File: config.mk
export PLATFORM = sky130hd
export DESIGN_NAME = ph_two_point_calibration_core
export DESIGN_NICKNAME = d
export VERILOG_FILES = /design/src/rtl/phcal_pkg.sv /design/src/rtl/ph_two_point_calibration_core.sv
export SDC_FILE = /design/constraint.sdc
export NUM_CORES = 1
export LEC_CHECK = 0
export BUFFER_PORTS_ARGS = -buffer_cell sky130_fd_sc_hd__buf_4
export CAP_MARGIN = 0
export CORE_UTILIZATION = 35
export CTS_CLUSTER_SIZE = 14
export DETAILED_ROUTE_END_ITERATION = 8
export MAX_ROUTING_LAYER = met4
export PLACE_DENSITY_LB_ADDON = 0.05
export SETUP_SLACK_MARGIN = 0.05
export SYNTH_ARGS = -nofsm -noshare
export SYNTH_HDL_FRONTEND = slang
export SYNTH_SLANG_ARGS = --single-unit
File: constraint.sdc
create_clock -name clock -period 15.03 [get_ports clock]
set_clock_uncertainty 0.05 [all_clocks]
set_input_delay 1.503 -clock clock [delete_from_list [all_inputs] [get_ports clock]]
set_output_delay 1.503 -clock clock [all_outputs]
set_load 0.01 [all_outputs]
File: src/rtl/phcal_pkg.sv
// Shared types and constants for the pH two-point calibration block.
package phcal_pkg;

   // Request and response payloads
   typedef struct packed {
      logic        req_type;
      logic [15:0] voltage_in;
   } phcal_req_type;

   typedef struct packed {
      logic signed [15:0] ph_value;
      logic [2:0]         status;
   } phcal_rsp_type;

   // Request kinds
   localparam logic REQ_MEASURE   = 1'b0;
   localparam logic REQ_CALIBRATE = 1'b1;

   // Response status codes
   typedef enum logic [2:0] {
      STATUS_MEASURED  = 3'd0,
      STATUS_SATURATED = 3'd1,
      STATUS_NEUTRAL   = 3'd2,
      STATUS_ACID      = 3'd3,
      STATUS_REJECTED  = 3'd4
   } phcal_status_type;

   // Sequencer states
   typedef enum logic [2:0] {
      ST_IDLE,
      ST_CAL,
      ST_PREP,
      ST_MAG,
      ST_DIV,
      ST_DONE
   } phcal_state_type;

   // Calibration windows in whole mV
   localparam logic [12:0] NEUTRAL_LO_MV = 13'd1323;
   localparam logic [12:0] NEUTRAL_HI_MV = 13'd1677;
   localparam logic [12:0] ACID_LO_MV    = 13'd1855;
   localparam logic [12:0] ACID_HI_MV    = 13'd2209;

   // Reset calibration points in whole mV
   localparam logic [10:0] NEUTRAL_RESET_MV = 11'd1500;
   localparam logic [11:0] ACID_RESET_MV    = 12'd2032;

   // Divider length: magnitude of the scaled numerator fits in 24 bits
   localparam int unsigned DIV_BITS = 24;

   // Saturation limits on the quotient magnitude
   localparam logic [23:0] POS_LIMIT = 24'd32767;
   localparam logic [23:0] NEG_LIMIT = 24'd32768;
   localparam logic [15:0] PH_MAX    = 16'h7FFF;
   localparam logic [15:0] PH_MIN    = 16'h8000;

endpackage

File: src/rtl/ph_two_point_calibration_core.sv
// Top level: two-point pH calibration with a bit-serial divider.
//
//   channel | direction | handshake           | payload
//   --------+-----------+---------------------+----------------------------------
//   req     | in        | req_valid/req_ready | phcal_req_type (req_type, voltage_in)
//   rsp     | out       | rsp_valid/rsp_ready | phcal_rsp_type (ph_value, status)
//
// Sequence: a measure request passes setup, numerator, 24 radix-2
//   restoring-divider steps and result before its response is loaded; a
//   calibrate request is answered straight from ST_CAL.
// One request is in flight at a time; req_ready is high only when idle.
// The response register frees the sequencer as soon as it is loaded, so a
//   new request is taken while the previous response still waits.
// Reset (synchronous, active high) restores the 1500 mV / 2032 mV points.
//
// Math: with d = acid - neutral (always > 0) and
//   m = 7168*d + 192*(16*neutral - voltage_in),
//   1024*pH = trunc(m / d); the divider runs on |m| and the sign is reapplied.

module ph_two_point_calibration_core (
   input  logic                    clock,
   input  logic                    reset,
   input  logic                    req_valid,
   output logic                    req_ready,
   input  phcal_pkg::phcal_req_type req_data,
   output logic                    rsp_valid,
   input  logic                    rsp_ready,
   output phcal_pkg::phcal_rsp_type rsp_data
);
   import phcal_pkg::*;

   // Control
   phcal_state_type state_ff, state_in;
   logic [4:0]      cnt_ff, cnt_in;
   logic            rsp_valid_ff, rsp_valid_in;

   // Calibration points
   logic [10:0] neutral_ff, neutral_in;
   logic [11:0] acid_ff, acid_in;

   // Datapath
   logic [15:0]          vin_ff, vin_in;
   logic [9:0]           dist_ff, dist_in;     // acid - neutral
   logic signed [17:0]   ofs_ff, ofs_in;       // 16*neutral - vin
   logic                 neg_ff, neg_in;       // sign of numerator
   logic [DIV_BITS-1:0]  quo_ff, quo_in;       // dividend out, quotient in
   logic [9:0]           rem_ff, rem_in;
   phcal_rsp_type        rsp_ff, rsp_in;

   // Combinational helpers
   logic                 out_free;
   logic [16:0]          mv_sum;
   logic [12:0]          mv;
   logic [11:0]          dist_full;
   logic signed [25:0]   term_d;
   logic signed [25:0]   term_o;
   logic signed [25:0]   num;
   logic signed [25:0]   num_abs;
   logic [10:0]          part;
   logic [10:0]          diff;
   logic                 qbit;

   assign out_free = !rsp_valid_ff || rsp_ready;

   assign mv_sum    = {1'b0, vin_ff} + 17'd8;
   assign mv        = mv_sum[16:4];
   assign dist_full = acid_ff - {1'b0, neutral_ff};

   // 7168*d = d<<13 - d<<10 ; 192*o = o<<7 + o<<6
   assign term_d  = $signed({3'b000, dist_ff, 13'b0}) - $signed({6'b000000, dist_ff, 10'b0});
   assign term_o  = $signed({ofs_ff[17], ofs_ff, 7'b0})
                  + $signed({{2{ofs_ff[17]}}, ofs_ff, 6'b0});
   assign num     = term_d + term_o;
   assign num_abs = num[25] ? -num : num;

   // One restoring step
   assign part = {rem_ff, quo_ff[DIV_BITS-1]};
   assign diff = part - {1'b0, dist_ff};
   assign qbit = (part >= {1'b0, dist_ff});

   always_ff @(posedge clock) begin
      if (reset) begin
         state_ff     <= ST_IDLE;
         cnt_ff       <= '0;
         rsp_valid_ff <= 1'b0;
         neutral_ff   <= NEUTRAL_RESET_MV;
         acid_ff      <= ACID_RESET_MV;
      end else begin
         state_ff     <= state_in;
         cnt_ff       <= cnt_in;
         rsp_valid_ff <= rsp_valid_in;
         neutral_ff   <= neutral_in;
         acid_ff      <= acid_in;
      end
   end

   always_ff @(posedge clock) begin
      vin_ff  <= vin_in;
      dist_ff <= dist_in;
      ofs_ff  <= ofs_in;
      neg_ff  <= neg_in;
      quo_ff  <= quo_in;
      rem_ff  <= rem_in;
      rsp_ff  <= rsp_in;
   end

   always_comb begin
      state_in     = state_ff;
      cnt_in       = cnt_ff;
      rsp_valid_in = rsp_ready ? 1'b0 : rsp_valid_ff;
      neutral_in   = neutral_ff;
      acid_in      = acid_ff;
      vin_in       = vin_ff;
      dist_in      = dist_ff;
      ofs_in       = ofs_ff;
      neg_in       = neg_ff;
      quo_in       = quo_ff;
      rem_in       = rem_ff;
      rsp_in       = rsp_ff;
      req_ready    = 1'b0;

      case (state_ff)
         ST_IDLE: begin
            req_ready = 1'b1;
            if (req_valid) begin
               vin_in   = req_data.voltage_in;
               state_in = (req_data.req_type == REQ_CALIBRATE) ? ST_CAL : ST_PREP;
            end
         end
         ST_CAL: begin
            // round to mV, check windows, store and answer in one go
            if (out_free) begin
               rsp_in.ph_value = '0;
               if (mv >= NEUTRAL_LO_MV && mv <= NEUTRAL_HI_MV) begin
                  neutral_in    = mv[10:0];
                  rsp_in.status = STATUS_NEUTRAL;
               end else if (mv >= ACID_LO_MV && mv <= ACID_HI_MV) begin
                  acid_in       = mv[11:0];
                  rsp_in.status = STATUS_ACID;
               end else begin
                  rsp_in.status = STATUS_REJECTED;
               end
               rsp_valid_in = 1'b1;
               state_in     = ST_IDLE;
            end
         end
         ST_PREP: begin
            dist_in  = dist_full[9:0];
            ofs_in   = $signed({3'b000, neutral_ff, 4'b0000}) - $signed({2'b00, vin_ff});
            state_in = ST_MAG;
         end
         ST_MAG: begin
            neg_in   = num[25];
            quo_in   = num_abs[DIV_BITS-1:0];
            rem_in   = '0;
            cnt_in   = '0;
            state_in = ST_DIV;
         end
         ST_DIV: begin
            rem_in = qbit ? diff[9:0] : part[9:0];
            quo_in = {quo_ff[DIV_BITS-2:0], qbit};
            cnt_in = cnt_ff + 5'd1;
            if (cnt_ff == 5'(DIV_BITS - 1)) begin
               state_in = ST_DONE;
            end
         end
         ST_DONE: begin
            if (out_free) begin
               if (!neg_ff) begin
                  if (quo_ff > POS_LIMIT) begin
                     rsp_in.ph_value = PH_MAX;
                     rsp_in.status   = STATUS_SATURATED;
                  end else begin
                     rsp_in.ph_value = quo_ff[15:0];
                     rsp_in.status   = STATUS_MEASURED;
                  end
               end else begin
                  if (quo_ff > NEG_LIMIT) begin
                     rsp_in.ph_value = PH_MIN;
                     rsp_in.status   = STATUS_SATURATED;
                  end else begin
                     rsp_in.ph_value = 16'd0 - quo_ff[15:0];
                     rsp_in.status   = STATUS_MEASURED;
                  end
               end
               rsp_valid_in = 1'b1;
               state_in     = ST_IDLE;
            end
         end
         default: begin
            state_in = ST_IDLE;
         end
      endcase
   end

   assign rsp_valid = rsp_valid_ff;
   assign rsp_data  = rsp_ff;

   // Divider remainder stays below the divisor
   a_rem_bound: assert property (@(posedge clock) disable iff (reset)
      (state_ff == ST_DIV) |-> (rem_ff < dist_ff))
      else $error("divider remainder out of range");

   // Calibration windows keep neutral below acid
   a_point_order: assert property (@(posedge clock) disable iff (reset)
      ({1'b0, neutral_ff} < acid_ff))
      else $error("neutral point not below acid point");

   // A saturated response sits at one of the limits
   a_sat_limit: assert property (@(posedge clock) disable iff (reset)
      (rsp_valid_ff && rsp_ff.status == STATUS_SATURATED) |->
      (rsp_ff.ph_value == PH_MAX || rsp_ff.ph_value == PH_MIN))
      else $error("saturated response not at a limit");

   // Calibrate responses carry a zero pH value
   a_cal_zero: assert property (@(posedge clock) disable iff (reset)
      (rsp_valid_ff && (rsp_ff.status == STATUS_NEUTRAL || rsp_ff.status == STATUS_ACID
                        || rsp_ff.status == STATUS_REJECTED)) |->
      (rsp_ff.ph_value == '0))
      else $error("calibrate response with nonzero pH");

endmodule
==> impl_metrics.toml <==
[power]
cellLeakagePower_nw = 3.95
cellPowerDensity_nw_per_um2 = 124
power.ir.vdd_worst_v = 0.0000573

[sta]
grt_setup_unrepaired = "no"
finalHoldWorstSlack_ns = 0.421
totalNegativeSetupSlack_ns = 0
report.final.hold_viol_count = 0
setup_viol_count_final = 0
min_period_over_period_pct = 37.6
max_slew.worst_pin.slew_ns = 1.11
max_freq_mhz = 177
slew_headroom_pct = 25.3
layout_min_cycle_time_ns = 5.65
final-max-slew-violation-count = 0

[synth]
synth_fp_nets = 1079
postSynth.topFlopCell = "sky130_fd_sc_hd__edfxtp_1"
syn-instance-count = 979
syn_area_per_cell_sq_um = 9.20
synth-edff-count = 97
mappedNetlistArea_sq_um = 9010
synth.distinct_cells = 70
synth-seq-area-share_pct = 39.0
synth-seq-cells = 127
yosysWarnings = 0
asyncSetResetFlopFracSynth_pct = 0

[global_routing]
grt.total_usage_pct = 17.6
vias_in_the_first_global_route = 6607
overflow = 0
grt_first_pass_wirelength_mm = 35.1
initial_antenna_violation_count = 0
maximum_number_of_pins_on_one_net_before_global_route_repair = 35

[cts]
cts-root-buf = "sky130_fd_sc_hd__clkbuf_16"
cts.reportedPaths.clkPinSlew_ns = 0.06
cts_hold_repair.buffers = 0
post_cts_buffers = 0
cts_inserted_buffers = 17
tritoncts_clock_tree = "built"
htree_levels = 4
clock_path_buffers = 2
clk_lat_worst_skew_ns = 0.42
cts_resized = 0
cts_num_sinks = 127

[place]
final_weighted_congestion_in_routability_driven_placement = 0.830
port_buffers = 41
hpwl_mm = 16.7

[finish]
most_frequent_standard_cell_in_the_layout_excluding_fill_and_tap_cells = "sky130_fd_sc_hd__nor2_1"
nets = 1110
post_route_cells_drive_above_1_share_pct = 9.19
diodes = 0
layout.cells.most_common_list = "sky130_fd_sc_hd__nor2_1, sky130_fd_sc_hd__edfxtp_1, sky130_fd_sc_hd__inv_1"
area_growth_pct = 13.3

[worst_setup_path]
max_stage_delay_ns = 0.50
critPathMostFrequentCell = "sky130_fd_sc_hd__o21ai_0"
crit_family = "compound AO/OA/AOI/OAI gates"
worstPathBufferInverterCount = 1
critPathCaptureType = "flip-flop"
worst_path_cell_chain = "ha_1, and3b_1, o21a_1, o21ai_0, a21boi_0, o21ai_0, a21boi_0, o21ai_0, nor2b_1, xnor2_1, fa_1, ha_1, nand2_1, o31ai_1, nor2_1, a21oi_1, mux2i_1, nand2_1, inv_1, o21ai_0, xnor2_1, a21oi_1"
cp-start-kind = "flip-flop"
critical_path_data_required_time_ns = 15.12
crit_path_dat_ns = 5.74
critical_path_peak_fanout = 11
crit_type = "flip-flop to flip-flop"
timing.critical_path.slowest_stage_cell = "sky130_fd_sc_hd__edfxtp_1"

[floorplan]
start_util_pct = 35.8
die_width_microns = 162
die_h_microns = 162
total_core_area_sq_um = 25200
design.die.area_sq_um = 26400
floorplan.io_pins = 42
placementRows = 58

[detailed_routing]
maxUsedRoutingLayer = "met4"
post-route-drc-count = 0
route.vias.total = 6963
avgRoutedWirePerCell_microns = 15.9
detailedRoute.firstPassIterationCount = 4
detail_route.wirelength_mm = 21.5
met2_wirelength_from_detailed_routing_mm = 9.81
route.antenna.remaining_nets = 0
detailedRoute.firstIterationViolations = 261
routed_length_on_met1_mm = 10.8
drt-vias-per-instance = 5.15
met3_wirelength_microns = 519

[status]
run_status = "completed"

[job]
max_cap_viols = 0

[worst_hold_path]
kind_of_path_behind_the_tightest_hold_check = "flip-flop to flip-flop"
Yosys cell counts, drive strengths merged (2+ instances only):
cell / n / area, sq um
nor3: 21 / 110
and3: 7 / 43.8
nand3: 26 / 130
a22oi: 2 / 15.0
ha: 63 / 788
o31ai: 15 / 113
nand2: 77 / 289
o32ai: 3 / 26.3
a32oi: 2 / 17.5
or3: 16 / 130
or2: 3 / 18.8
o21a: 8 / 60.1
o2111ai: 4 / 35.0
nor2b: 15 / 93.8
o41a: 2 / 22.5
nor2: 102 / 383
mux2i: 14 / 140
inv: 80 / 300
and4: 3 / 26.3
o31a: 2 / 17.5
nand4: 10 / 62.6
a31oi: 19 / 119
nor3b: 6 / 50.1
a221oi: 2 / 17.5
a21o: 11 / 82.6
a21boi: 12 / 90.1
nand4b: 10 / 87.6
a211oi: 10 / 75.1
nor4b: 2 / 17.5
xnor2: 44 / 385
edfxtp: 97 / 2910
clkbuf: 29 / 109
and2: 9 / 56.3
a211o: 2 / 17.5
a21oi: 54 / 270
nand2b: 10 / 62.6
buf: 6 / 27.5
mux2: 2 / 22.5
fa: 16 / 320
dfxtp: 30 / 601
o211ai: 6 / 45.0
o21ai: 74 / 370
xor2: 24 / 210
nor4: 8 / 50.1
where the power goes:
group / switching (mW) / internal [mW] / leakage, nW
Sequential: 0.0239 / 0.424 / 1.13
Combinational: 0.240 / 0.175 / 2.54
Clock: 0.171 / 0.229 / 0.283
Total: 0.435 / 0.828 / 3.95
metrics by stage:
step	area (sq um)	setup WS [ns]	power, mW	instances	utilization (%)
global placement	9650	9.53	0.872	1321	38.3
finish	10200	9.38	1.26	1353	40.5
floorplan	9010	9.99	0.774	979	-
global route	10200	8.69	1.35	1353	40.5
CTS	10200	9.35	1.28	1353	40.5
detailed placement	9650	9.38	0.872	1321	38.3
layout make-up:
type	instances	area, sq um
fill	2546	15000
clock buffer	20	467
inverter	81	304
timing repair buffer	47	353
tap	330	413
multi-input combinational	736	5060
sequential	127	3510
clock inverter	12	95.1
metal layers:
| metal | track usage [%] | vias to the layer above |
|---|---|---|
| li1 | - | 3606 |
| met1 | 23.7 | 3234 |
| met2 | 27.4 | 105 |
| met3 | 2.60 | 18 |
| met4 | 5.27 | 0 |
| met5 | - | - |
state kept, by name, summed over array words and instances (netlist names):
register	count
quo_ff	24
rsp_data	19
ofs_ff	17
vin_ff	16
neutral_ff	11
acid_ff	10
dist_ff	10
rem_ff	10
cnt_ff	5
state_ff	3
neg_ff	1
rsp_valid	1
worst register-to-register path, delay by kind of cell, from the launching register on:
family                   cells  cell delay, ns
buffers and inverters        1            0.36
adder cells (fa/ha/maj)      3            1.23
AND/OR/NAND/NOR              5            0.77
XOR/XNOR                     2            0.33
AO/OA/AOI/OAI               10            1.95
flip-flops                   1            0.50
multiplexers                 1            0.21
cells by family (layout without fill, tap and decap cells):
logic type                 count (synthesis)  in the layout  share of synthesized area (%)
xor gates and xnor gates                  68             68                           6.61
DFF                                      127            127                           39.0
and+or+nand+nor                          330            330                           18.4
adders and majority gates                 79             79                           12.3
buffers and inverters                    116            160                           4.89
AOI/OAI and AO/OA                        243            243                           17.0
muxes                                     16             16                           1.81
worst paths after layout:
path	start	end	slack, ns	cells past startpoint
worst max-delay path	dist_ff[0]	quo_ff[15]	9.38	22
worst min-delay path	acid_ff[0]	acid_ff[0]	0.42	2
worst max register to register	dist_ff[0]	quo_ff[15]	9.38	22
worst min register to register	acid_ff[0]	acid_ff[0]	0.42	2
Power figures use the tool's default switching activity.
